<file path="config.mk">
export PLATFORM = sky130hd
export DESIGN_NAME = odometry_pose_integrator
export DESIGN_NICKNAME = d
export VERILOG_FILES = /design/src/rtl/opi_pkg.sv /design/src/rtl/odometry_pose_integrator.sv
export SDC_FILE = /design/constraint.sdc
export NUM_CORES = 2
export LEC_CHECK = 0
export BUFFER_PORTS_ARGS = -buffer_cell sky130_fd_sc_hd__buf_2
export CELL_PAD_IN_SITES_DETAIL_PLACEMENT = 0
export CELL_PAD_IN_SITES_GLOBAL_PLACEMENT = 1
export CORE_MARGIN = 4
export CORE_UTILIZATION = 52
export CTS_CLUSTER_DIAMETER = 150
export CTS_CLUSTER_SIZE = 10
export DETAILED_ROUTE_END_ITERATION = 10
export GPL_TIMING_DRIVEN = 0
export PLACE_DENSITY = 0.95
export SKIP_CTS_REPAIR_TIMING = 1
export SYNTH_ARGS = -nofsm -noshare
export SYNTH_HDL_FRONTEND = slang
export SYNTH_SLANG_ARGS = --single-unit
</file>
<file path="constraint.sdc">
create_clock -name clk_i -period 15.5 [get_ports clk_i]
set_input_delay 3.1 -clock clk_i [delete_from_list [all_inputs] [get_ports clk_i]]
set_output_delay 3.1 -clock clk_i [all_outputs]
set_load 0.02 [all_outputs]
</file>
<file path="src/rtl/opi_pkg.sv">
`default_nettype none
// ----------------------------------------------------------------------------
// opi_pkg
// Types, constants and tables for the odometry pose integrator.
// ----------------------------------------------------------------------------
package opi_pkg;

  localparam int unsigned CORDIC_STEPS = 16;
  localparam int unsigned ATAN_ENTRIES = 31;
  localparam int unsigned STEPS_EFF =
      (CORDIC_STEPS < ATAN_ENTRIES) ? CORDIC_STEPS : ATAN_ENTRIES;

  localparam int unsigned CW = 34;   // CORDIC datapath width
  localparam int unsigned AW = 68;   // serial product width

  localparam logic [31:0]   DPC_RESET   = 32'd1030713;
  localparam logic [CW-1:0] CORDIC_GAIN = 34'd652032874;
  localparam logic [CW-1:0] DEG360      = 34'd23592960;
  localparam logic [CW-1:0] DEG360_X128 = 34'd3019898880;
  localparam logic [CW-1:0] DEG270      = 34'd17694720;
  localparam logic [CW-1:0] DEG180      = 34'd11796480;
  localparam logic [CW-1:0] DEG90       = 34'd5898240;

  localparam logic [2:0] REG_DPC = 3'd0;

  typedef enum logic [3:0] {
    ST_IDLE,
    ST_MUL_T,
    ST_TRAV,
    ST_REDUCE,
    ST_FOLD,
    ST_CSHIFT,
    ST_CUPD,
    ST_CFIN,
    ST_MUL_P,
    ST_POSE
  } state_e;

  function automatic logic [CW-1:0] atan_deg(input logic [4:0] i);
    logic [CW-1:0] v;
    case (i)
      5'd0:  v = 34'd2949120;
      5'd1:  v = 34'd1740967;
      5'd2:  v = 34'd919879;
      5'd3:  v = 34'd466945;
      5'd4:  v = 34'd234379;
      5'd5:  v = 34'd117304;
      5'd6:  v = 34'd58666;
      5'd7:  v = 34'd29335;
      5'd8:  v = 34'd14668;
      5'd9:  v = 34'd7334;
      5'd10: v = 34'd3667;
      5'd11: v = 34'd1833;
      5'd12: v = 34'd917;
      5'd13: v = 34'd458;
      5'd14: v = 34'd229;
      5'd15: v = 34'd115;
      5'd16: v = 34'd57;
      5'd17: v = 34'd29;
      5'd18: v = 34'd14;
      5'd19: v = 34'd7;
      5'd20: v = 34'd4;
      5'd21: v = 34'd2;
      5'd22: v = 34'd1;
      default: v = '0;
    endcase
    return v;
  endfunction

  function automatic logic [31:0] sat52(input logic signed [51:0] v);
    logic [31:0] r;
    if (v > 52'sd2147483647) r = 32'h7fffffff;
    else if (v < -52'sd2147483648) r = 32'h80000000;
    else r = v[31:0];
    return r;
  endfunction

  function automatic logic [31:0] sat40(input logic signed [39:0] v);
    logic [31:0] r;
    if (v > 40'sd2147483647) r = 32'h7fffffff;
    else if (v < -40'sd2147483648) r = 32'h80000000;
    else r = v[31:0];
    return r;
  endfunction

endpackage
`default_nettype wire

</file>
<file path="src/rtl/odometry_pose_integrator.sv">
`default_nettype none
// Set pose: result valid in the cycle after it is accepted. Sample: 32 multiply steps, 8 reduction
// steps, CORDIC with each step's shift done serially, 34 multiply steps.
// Throughput: one item at a time; the next is taken once the result is transferred.
// Reset clears pose, heading, count, deltas and loads distance_per_count default.
// ----------------------------------------------------------------------------
// odometry_pose_integrator
// Dead-reckoning odometry with midpoint heading, serial multiply and CORDIC.
// ----------------------------------------------------------------------------
module odometry_pose_integrator (
  input  wire logic        clk_i,
  input  wire logic        rst_ni,
  input  wire logic        psel,
  input  wire logic        penable,
  input  wire logic        pwrite,
  input  wire logic [2:0]  paddr,
  input  wire logic [31:0] pwdata,
  output logic      [31:0] prdata,
  output logic             pready,
  input  wire logic        in_valid_i,
  output logic             in_ready_o,
  input  wire logic        op_i,
  input  wire logic [31:0] encoder_count_i,
  input  wire logic [31:0] heading_in_i,
  input  wire logic [31:0] pose_x_in_i,
  input  wire logic [31:0] pose_y_in_i,
  output logic             out_valid_o,
  input  wire logic        out_ready_i,
  output logic      [31:0] pos_x_o,
  output logic      [31:0] pos_y_o,
  output logic      [31:0] heading_out_o,
  output logic      [31:0] travel_delta_o,
  output logic      [31:0] heading_delta_o
);

  localparam int unsigned CW = opi_pkg::CW;
  localparam int unsigned AW = opi_pkg::AW;

  opi_pkg::state_e state_q, state_d;

  logic [31:0] dpc_q;
  logic [31:0] pose_x_q, pose_y_q, head_q, count_q, travel_q, turn_q;
  logic        out_valid_q;
  logic [5:0]  cnt_q;
  logic [AW-1:0] acc_q, accy_q, mcand_q;
  logic [31:0] mplr_q;
  logic [31:0] mid_q;
  logic [CW-1:0] red_q, x_q, y_q, z_q, xs_q, ys_q, cx_q, cy_q;
  logic        neg_q;
  logic [4:0]  it_q, sh_q;

  logic accept, done;
  assign accept = in_valid_i && in_ready_o;

  assign pready = 1'b1;
  assign prdata = (paddr[2] == opi_pkg::REG_DPC[0]) ? dpc_q : '0;

  always_ff @(posedge clk_i or negedge rst_ni) begin
    if (!rst_ni) begin
      dpc_q <= opi_pkg::DPC_RESET;
    end else if (psel && penable && pwrite && (paddr[2] == opi_pkg::REG_DPC[0])) begin
      dpc_q <= pwdata;
    end
  end

  always_ff @(posedge clk_i or negedge rst_ni) begin
    if (!rst_ni) begin
      state_q <= opi_pkg::ST_IDLE;
    end else begin
      state_q <= state_d;
    end
  end

  always_comb begin
    state_d    = state_q;
    in_ready_o = 1'b0;
    done       = 1'b0;
    case (state_q)
      opi_pkg::ST_IDLE: begin
        in_ready_o = !out_valid_q;
        if (accept) begin
          if (op_i) done = 1'b1;
          else state_d = opi_pkg::ST_MUL_T;
        end
      end
      opi_pkg::ST_MUL_T:  if (cnt_q == 6'd31) state_d = opi_pkg::ST_TRAV;
      opi_pkg::ST_TRAV:   state_d = opi_pkg::ST_REDUCE;
      opi_pkg::ST_REDUCE: if (cnt_q == 6'd0) state_d = opi_pkg::ST_FOLD;
      opi_pkg::ST_FOLD:   state_d = opi_pkg::ST_CSHIFT;
      opi_pkg::ST_CSHIFT: if (sh_q == 5'd0) state_d = opi_pkg::ST_CUPD;
      opi_pkg::ST_CUPD: begin
        if (it_q == 5'(opi_pkg::STEPS_EFF - 1)) state_d = opi_pkg::ST_CFIN;
        else state_d = opi_pkg::ST_CSHIFT;
      end
      opi_pkg::ST_CFIN:   state_d = opi_pkg::ST_MUL_P;
      opi_pkg::ST_MUL_P:  if (cnt_q == 6'(CW - 1)) state_d = opi_pkg::ST_POSE;
      opi_pkg::ST_POSE: begin
        done    = 1'b1;
        state_d = opi_pkg::ST_IDLE;
      end
      default: state_d = opi_pkg::ST_IDLE;
    endcase
  end

  always_ff @(posedge clk_i or negedge rst_ni) begin
    if (!rst_ni) begin
      out_valid_q <= 1'b0;
    end else if (done) begin
      out_valid_q <= 1'b1;
    end else if (out_ready_i) begin
      out_valid_q <= 1'b0;
    end
  end

  // datapath
  logic [31:0]        diff;
  logic signed [32:0] hsum, hdif;
  logic signed [AW-1:0] nprod;
  logic signed [51:0] trav_r;
  logic [CW-1:0]      dsh, red_sub;
  logic [CW-1:0]      zf;
  logic [CW-1:0]      at;
  logic signed [AW-1:0] rx, ry;
  logic signed [39:0] sumx, sumy;

  always_comb begin
    diff    = encoder_count_i - count_q;
    hsum    = $signed({heading_in_i[31], heading_in_i}) + $signed({head_q[31], head_q});
    hdif    = $signed({heading_in_i[31], heading_in_i}) - $signed({head_q[31], head_q});
    nprod   = $signed(AW'(0) - acc_q) + $signed(AW'(32768));
    trav_r  = 52'(nprod >>> 16);
    dsh     = opi_pkg::DEG360 << cnt_q[2:0];
    red_sub = red_q - dsh;
    if (red_q >= opi_pkg::DEG270) zf = red_q - opi_pkg::DEG360;
    else if (red_q > opi_pkg::DEG90) zf = red_q - opi_pkg::DEG180;
    else zf = red_q;
    at   = opi_pkg::atan_deg(it_q);
    rx   = ($signed(acc_q) + $signed(AW'(1) << 29)) >>> 30;
    ry   = ($signed(accy_q) + $signed(AW'(1) << 29)) >>> 30;
    sumx = $signed({{8{pose_x_q[31]}}, pose_x_q}) + $signed(rx[39:0]);
    sumy = $signed({{8{pose_y_q[31]}}, pose_y_q}) + $signed(ry[39:0]);
  end

  always_ff @(posedge clk_i or negedge rst_ni) begin
    if (!rst_ni) begin
      pose_x_q <= '0;
      pose_y_q <= '0;
      head_q   <= '0;
      count_q  <= '0;
      travel_q <= '0;
      turn_q   <= '0;
    end else begin
      case (state_q)
        opi_pkg::ST_IDLE: begin
          if (accept) begin
            head_q  <= heading_in_i;
            count_q <= encoder_count_i;
            if (op_i) begin
              pose_x_q <= pose_x_in_i;
              pose_y_q <= pose_y_in_i;
            end else begin
              turn_q <= opi_pkg::sat40(40'(hdif));
            end
          end
        end
        opi_pkg::ST_TRAV: travel_q <= opi_pkg::sat52(trav_r);
        opi_pkg::ST_POSE: begin
          pose_x_q <= opi_pkg::sat40(sumx);
          pose_y_q <= opi_pkg::sat40(sumy);
        end
        default: ;
      endcase
    end
  end

  always_ff @(posedge clk_i) begin
    case (state_q)
      opi_pkg::ST_IDLE: begin
        acc_q   <= '0;
        mcand_q <= {{(AW-32){diff[31]}}, diff};
        mplr_q  <= dpc_q;
        mid_q   <= hsum[32:1];
        cnt_q   <= '0;
      end
      opi_pkg::ST_MUL_T: begin
        if (mplr_q[0]) acc_q <= acc_q + mcand_q;
        mcand_q <= mcand_q << 1;
        mplr_q  <= mplr_q >> 1;
        cnt_q   <= cnt_q + 6'd1;
      end
      opi_pkg::ST_TRAV: begin
        red_q <= mid_q[31] ? ({{(CW-32){1'b1}}, mid_q} + opi_pkg::DEG360_X128)
                           : {{(CW-32){1'b0}}, mid_q};
        cnt_q <= 6'd7;
      end
      opi_pkg::ST_REDUCE: begin
        if (red_q >= dsh) red_q <= red_sub;
        cnt_q <= cnt_q - 6'd1;
      end
      opi_pkg::ST_FOLD: begin
        z_q   <= zf;
        neg_q <= (red_q < opi_pkg::DEG270) && (red_q > opi_pkg::DEG90);
        x_q   <= opi_pkg::CORDIC_GAIN;
        y_q   <= '0;
        xs_q  <= opi_pkg::CORDIC_GAIN;
        ys_q  <= '0;
        it_q  <= '0;
        sh_q  <= '0;
      end
      opi_pkg::ST_CSHIFT: begin
        if (sh_q != 5'd0) begin
          xs_q <= {xs_q[CW-1], xs_q[CW-1:1]};
          ys_q <= {ys_q[CW-1], ys_q[CW-1:1]};
          sh_q <= sh_q - 5'd1;
        end
      end
      opi_pkg::ST_CUPD: begin
        if (!z_q[CW-1]) begin
          x_q  <= x_q - ys_q;
          y_q  <= y_q + xs_q;
          z_q  <= z_q - at;
          xs_q <= x_q - ys_q;
          ys_q <= y_q + xs_q;
        end else begin
          x_q  <= x_q + ys_q;
          y_q  <= y_q - xs_q;
          z_q  <= z_q + at;
          xs_q <= x_q + ys_q;
          ys_q <= y_q - xs_q;
        end
        it_q <= it_q + 5'd1;
        sh_q <= it_q + 5'd1;
      end
      opi_pkg::ST_CFIN: begin
        cx_q    <= neg_q ? (CW'(0) - x_q) : x_q;
        cy_q    <= neg_q ? (CW'(0) - y_q) : y_q;
        acc_q   <= '0;
        accy_q  <= '0;
        mcand_q <= {{(AW-32){travel_q[31]}}, travel_q};
        cnt_q   <= '0;
      end
      opi_pkg::ST_MUL_P: begin
        if (cnt_q == 6'(CW - 1)) begin
          if (cx_q[0]) acc_q  <= acc_q - mcand_q;
          if (cy_q[0]) accy_q <= accy_q - mcand_q;
        end else begin
          if (cx_q[0]) acc_q  <= acc_q + mcand_q;
          if (cy_q[0]) accy_q <= accy_q + mcand_q;
        end
        cx_q    <= cx_q >> 1;
        cy_q    <= cy_q >> 1;
        mcand_q <= mcand_q << 1;
        cnt_q   <= cnt_q + 6'd1;
      end
      default: ;
    endcase
  end

  assign out_valid_o     = out_valid_q;
  assign pos_x_o         = pose_x_q;
  assign pos_y_o         = pose_y_q;
  assign heading_out_o   = head_q;
  assign travel_delta_o  = travel_q;
  assign heading_delta_o = turn_q;

endmodule
`default_nettype wire
</file>
Yosys cells after proc, flatten, opt, wreduce, memory -nomap -nowiden
Memory sizes are Yosys's and may differ from the RTL's. A register that Yosys moved wholly into a read port is not among the register bits.
Cells that the tools add are included.
- register bits: 786
- input port bits: 171
- word-level logic and storage cells: 193
- ROM bits: 704
- memories: 1
- output and inout port bits: 195
- memories (name ; words ; width ; read ports ; clocked after memory_dff ; wr ports ; line ; text):
    (name not given) ; 32 ; 22 ; 1 ; 1 ; 0 ; opi_pkg.sv:41 ; case (i)
- reductions and logical operators: 31
- muxes and demuxes: 64
- order comparisons: 12
- equality and inequality tests: 24
- add/sub/neg operators: 29
- shifts and indexed selects: 1
- bitwise gates (word level): 3
- operator list (operator ; number):
    $mux 68 ; 7
    $mux 32 ; 13
    $pmux 34 s2 ; 6
    $pmux 68 s3 ; 2
    $mux 34 ; 9
    $pmux 34 s3 ; 2
    $pmux 32 s2 ; 3
    $add 68x31->68 const B ; 2
    $add 68x68->68 ; 2
    $pmux 68 s2 ; 1
    $sub 34x34->34 ; 4
    $sub 68x68->68 ; 2
    $add 34x34->34 ; 3
    $add 32x38->39 ; 2
    $gt 39x32->1 const B ; 2
    $lt 39x32->1 const B ; 2
    $add 68x17->68 const B ; 1
    $sub 1x34->34 const A ; 2
    $sub 1x68->68 const A ; 1
    $mux 33 ; 2
    $gt 52x32->1 const B ; 1
    $lt 52x32->1 const B ; 1
    $pmux 4 s9 ; 1
    $add 33x33->34 const B ; 1
    46 further kinds ; 92

Depth between registers and ports, before layout
- depth after elaboration: 6
- mapped depth: 26
- gate-level depth less buffers: 24

Worst setup path before layout
No wires, ideal clock.
- kind: reg2reg
- start point: register state_q[0]
- end point: register acc_q[0] (enable)
- library setup time: 0.517 ns
- stages on the path, launching flop included: 5
- buffers on the path: 1
- data arrival time: 8.174 ns
- data required time: 14.983 ns
- clock period less this slack: 8.691 ns
- path slack: 6.809 ns
- cell sequence: dfrtp_1 clkbuf_1 nor4_1 nor2_1 a21oi_1
- longest elaborated chain between the ends: 4
- elaborated cells on any way between the ends: 9
- classes of those cells: eq/ne: 5; reduce/logical: 4
- ends and longest elaborated chain (what ; line ; text):
    start, declared ; odometry_pose_integrator.sv:39 ; opi_pkg::state_e state_q, state_d;
    start signal, assigned ; odometry_pose_integrator.sv:68 ; state_q <= opi_pkg::ST_IDLE;
    start signal, assigned ; odometry_pose_integrator.sv:70 ; state_q <= state_d;
    $eq 4x3->1 or $logic_not 4->1 (tied branches) ; odometry_pose_integrator.sv:177 ; case (state_q)
    $reduce_or 2->1 (no line) ; n/a ;
    $reduce_bool 3->1 (no line) ; n/a ;
    $reduce_and 3->1 (no line) (*) ; n/a ;
    end signal, assigned ; odometry_pose_integrator.sv:186 ; if (mplr_q[0]) acc_q <= acc_q + mcand_q;
    end signal, assigned ; odometry_pose_integrator.sv:244 ; if (cx_q[0]) acc_q <= acc_q - mcand_q;
    end signal, assigned ; odometry_pose_integrator.sv:247 ; if (cx_q[0]) acc_q <= acc_q + mcand_q;
    end, declared ; odometry_pose_integrator.sv:45 ; logic [AW-1:0] acc_q, accy_q, mcand_q;
Every way passes the cells marked *; elsewhere a longest branch is shown, timed or not.
A chain may end at the register's enable or synchronous reset.

Final worst setup path
- start point: register acc_q[37]
- end point: register pose_x_q[28] (netlist: pos_x_o[28])
- longest elaborated chain between the ends: 6
- elaborated cells on any way between the ends: 7
- classes of those cells: add/sub: 2; order compare: 2; mux: 3
- ends and longest elaborated chain (what ; line ; text):
    $add 68x31->68 (*) ; odometry_pose_integrator.sv:138 ; rx = ($signed(acc_q) + $signed(AW'(1) << 29)) >>> 30;
    $add 32x38->39 (*) ; odometry_pose_integrator.sv:140 ; sumx = $signed({{8{pose_x_q[31]}}, pose_x_q}) + $signed(rx[39:0]);
    $lt 39x32->1 ; opi_pkg.sv:81 ; else if (v < -40'sd2147483648) r = 32'h80000000;
    $mux 32 ; opi_pkg.sv:81 ;
    $mux 32 (*) ; opi_pkg.sv:80 ; if (v > 40'sd2147483647) r = 32'h7fffffff;
    $pmux 32 s2 (*) ; odometry_pose_integrator.sv:153 ; case (state_q)
    end signal, assigned ; odometry_pose_integrator.sv:159 ; pose_x_q <= pose_x_in_i;
    end signal, assigned ; odometry_pose_integrator.sv:168 ; pose_x_q <= opi_pkg::sat40(sumx);
    end, declared ; odometry_pose_integrator.sv:42 ; logic [31:0] pose_x_q, pose_y_q, head_q, count_q, travel_q, turn_q;
Marked as above.

==> impl_metrics.json <==
{
  "finalPower_mw": 19.2,
  "syn_area_per_cell_um2": 8.72,
  "area_delta_synth_final_pct": 10.6,
  "place_hpwl_um": 179000,
  "start_kind": "register",
  "clock_path_buffers": 3,
  "die_w_um": 363,
  "post-route-min-period_ns": 7.54,
  "synth_area_mm2": 0.0655,
  "grt_overflow_total": 0,
  "max_freq_mhz": 133,
  "maxCapViolCount": 0,
  "ys_seq_elements": 808,
  "yosysUniqueCellTypes": 96,
  "post-place-ws_ns": 7.43,
  "clk_pin_slew_ns": 0.07,
  "max_stage_delay_ns": 0.64,
  "grt_max_degree": 90,
  "arrival_ns": 8.20,
  "dieArea_mm2": 0.132,
  "finalCritPeriodShare_pct": 48.6,
  "worstSetupEndpointType": "register",
  "coreArea_mm2": 0.124,
  "htreeDepth": 3,
  "finish.net_count": 8702,
  "synth_warnings": 0,
  "rsz0062_at_grt": "false",
  "synth-main-ff-cell": "edfxtp_1",
  "routed_wl_um": 231000,
  "drc": 0,
  "final_area_mm2": 0.0725,
  "gp_congestion": 1.02,
  "hold_path.class": "register to register",
  "worst_slack_ns": 7.96,
  "die_h_um": 363,
  "antenna_found_initial": 19,
  "clk_latency_ns": 0.74,
  "numPortBuffers": 362,
  "vias": 61400,
  "wl_per_cell_um": 23.8,
  "ys_seq_area_share_pct": 35.0,
  "grt_pass1_vias": 58200,
  "cts_tree": "done",
  "synth_edf_count": 557,
  "critPathSlowestCell": "or4b_2",
  "grt_pass1_wl_um": 346000,
  "numClockSinks": 808,
  "rows": 129,
  "crit_type": "register to register",
  "synth_nets": 8226,
  "vdd_drop_max_uv": 158,
  "final_cells": 9692,
  "grt_util_all_layers_pct": 33.7,
  "yosysTopAreaCell": "edfxtp_1",
  "drtAntennaViolNets": 0,
  "skew_ns": 0.0404,
  "postSynth.asyncResetShare_pct": 28.3,
  "critPathRequiredTime_ns": 16.16,
  "syn_inst": 7513,
  "place_area_mm2": 0.0698,
  "ys_top_cells_by_area": "edfxtp_1, ha_1, dfrtp_1, a21oi_1, xnor2_1",
  "worstMarginPinSlew_ns": 1.40,
  "clock-root-buffer": "clkbuf_16",
  "firstDrtPassIters": 8,
  "start_util_pct": 52.6,
  "hold_viol_final": 0,
  "viasPerCell": 6.33,
  "setup_viol": 0,
  "synth_top_cell_area_share_pct": 25.5,
  "path_max_fanout": 10,
  "maxSlewViolCount": 0,
  "numCtsBuffers": 90,
  "power_density_mw_per_mm2": 265,
  "status": "completed",
  "drt_iter0_drc": 6855,
  "p_leak_nw": 29.5,
  "relSlewSlack_pct": 6.95,
  "place_inst": 9534,
  "layout-drive-gt1-share_pct": 9.26,
  "ios": 366,
  "fill_cells": 11100
}
-- placed cells by master, fill, tap and decap left out, types with 34 or more instances in the layout --
cell / count
edfxtp_1: 557
a21oi_1: 746
or2_2: 34
or4_1: 41
o22ai_1: 46
and2_1: 44
nand2_1: 641
nand4_1: 84
a31oi_1: 65
mux2_2: 128
nor3_1: 149
a22oi_1: 41
o31ai_1: 72
xnor2_1: 403
xor2_1: 249
dfrtp_1: 216
a221oi_1: 50
ha_1: 530
a21o_1: 227
inv_1: 396
nor4_1: 53
o21ai_0: 567
or3_1: 91
nand3_1: 132
buf_2: 368
nor2b_1: 103
o21a_1: 71
a211oi_1: 55
clkbuf_1: 364
o211ai_1: 36
and3_1: 55
nand2b_1: 96
nor2_1: 656
clkbuf_16: 90
o21bai_1: 88
-- critical path: cells and delay by family, from the launching register on --
| family | cells | cell delay [ns] |
|---|---|---|
| flip-flops | 1 | 0.38 |
| XOR/XNOR | 2 | 0.61 |
| buffers and inverters | 3 | 1.13 |
| AND/OR/NAND/NOR | 13 | 3.16 |
| AO/OA/AOI/OAI | 6 | 1.90 |
| adder cells (fa/ha/maj) | 1 | 0.27 |
-- cell type report --
cell class | instances | area (µm²) | share of cell area (%)
multi-input combinational | 5968 | 39900 | 55.0
inverter | 399 | 1500 | 2.07
antenna | 7 | 17.5 | 0.0242
clock inverter | 7 | 158 | 0.217
clock buffer | 144 | 2460 | 3.40
sequential | 808 | 22900 | 31.6
tap | 1637 | 2050 | 2.83
buffer | 338 | 1300 | 1.80
timing repair buffer | 384 | 2190 | 3.02
-- registers in the layout, indices dropped and copies added, names as in the netlist, 34 cells and up --
| signal | flops |
|---|---|
| accy_q | 68 |
| xs_q | 34 |
| z_q | 34 |
| ys_q | 34 |
| acc_q | 68 |
| mcand_q | 68 |
| y_q | 34 |
| cy_q | 34 |
| cx_q | 34 |
| red_q | 34 |
| x_q | 34 |
-- layer usage --
| layer | global-route usage [%] | up-vias | part of all wire (%) |
|---|---|---|---|
| met5 | 0 | - | 0.044 |
| met4 | 13.2 | 18 | 4.5 |
| met3 | 6.57 | 573 | 9.9 |
| met2 | 52.3 | 3063 | 44 |
| met1 | 46.6 | 29400 | 42 |
| li1 | - | 28300 | - |
-- worst paths after layout --
path                               startpoint            endpoint  slack [ns]  cells after the start
hold / removal             heading_delta_o[0]  heading_delta_o[0]        0.47                      1
min in group asynchronous              rst_ni            dpc_q[8]        2.36                      1
setup / recovery                    acc_q[37]         pos_x_o[28]        7.96                     25
hold reg to reg            heading_delta_o[0]  heading_delta_o[0]        0.47                      1
max in group asynchronous              rst_ni  travel_delta_o[14]       12.12                      2
setup reg to reg                    acc_q[37]         pos_x_o[28]        7.96                     25
-- power by group --
| group | internal [mW] | switching (mW) | total, mW |
|---|---|---|---|
| Clock | 1.09 | 0.971 | 2.06 |
| Combinational | 4.57 | 8.13 | 12.7 |
| Sequential | 3.54 | 0.896 | 4.44 |
-- stage by stage --
stage / TNS [ns] / hold slack [ns] / util, %
CTS: 0 / 0.473 / 58.2
detailed placement: 0 / 0.461 / 56.1
global placement: -19.59 / 0.463 / 55.7
finish: 0 / 0.475 / 58.2
floorplan: 0 / 0.454 / -
global route: 0 / 0.511 / 58.2
-- cells in the mapped netlist, types with 103 or more instances --
cell      instances
nand2_1         644
nor2b_1         103
edfxtp_1        557
dfrtp_1         216
nand3_1         132
a21oi_1         748
mux2_2          128
a21o_1          227
ha_1            530
o21ai_0         567
nor2_1          656
xnor2_1         403
inv_1           397
clkbuf_1        311
xor2_1          249
nor3_1          152
-- logic make-up after synthesis --
family | count (synthesis) | share of synthesized area [%]
compound gates | 2361 | 22.6
flops | 808 | 35.0
other cells | 1 | 0.00572
xor+xnor | 652 | 8.72
mux | 142 | 2.41
simple gates | 2269 | 16.6
buf+inv | 737 | 4.28
fa+ha+maj | 543 | 10.5
No activity file was read; power rests on OpenSTA's default activity.
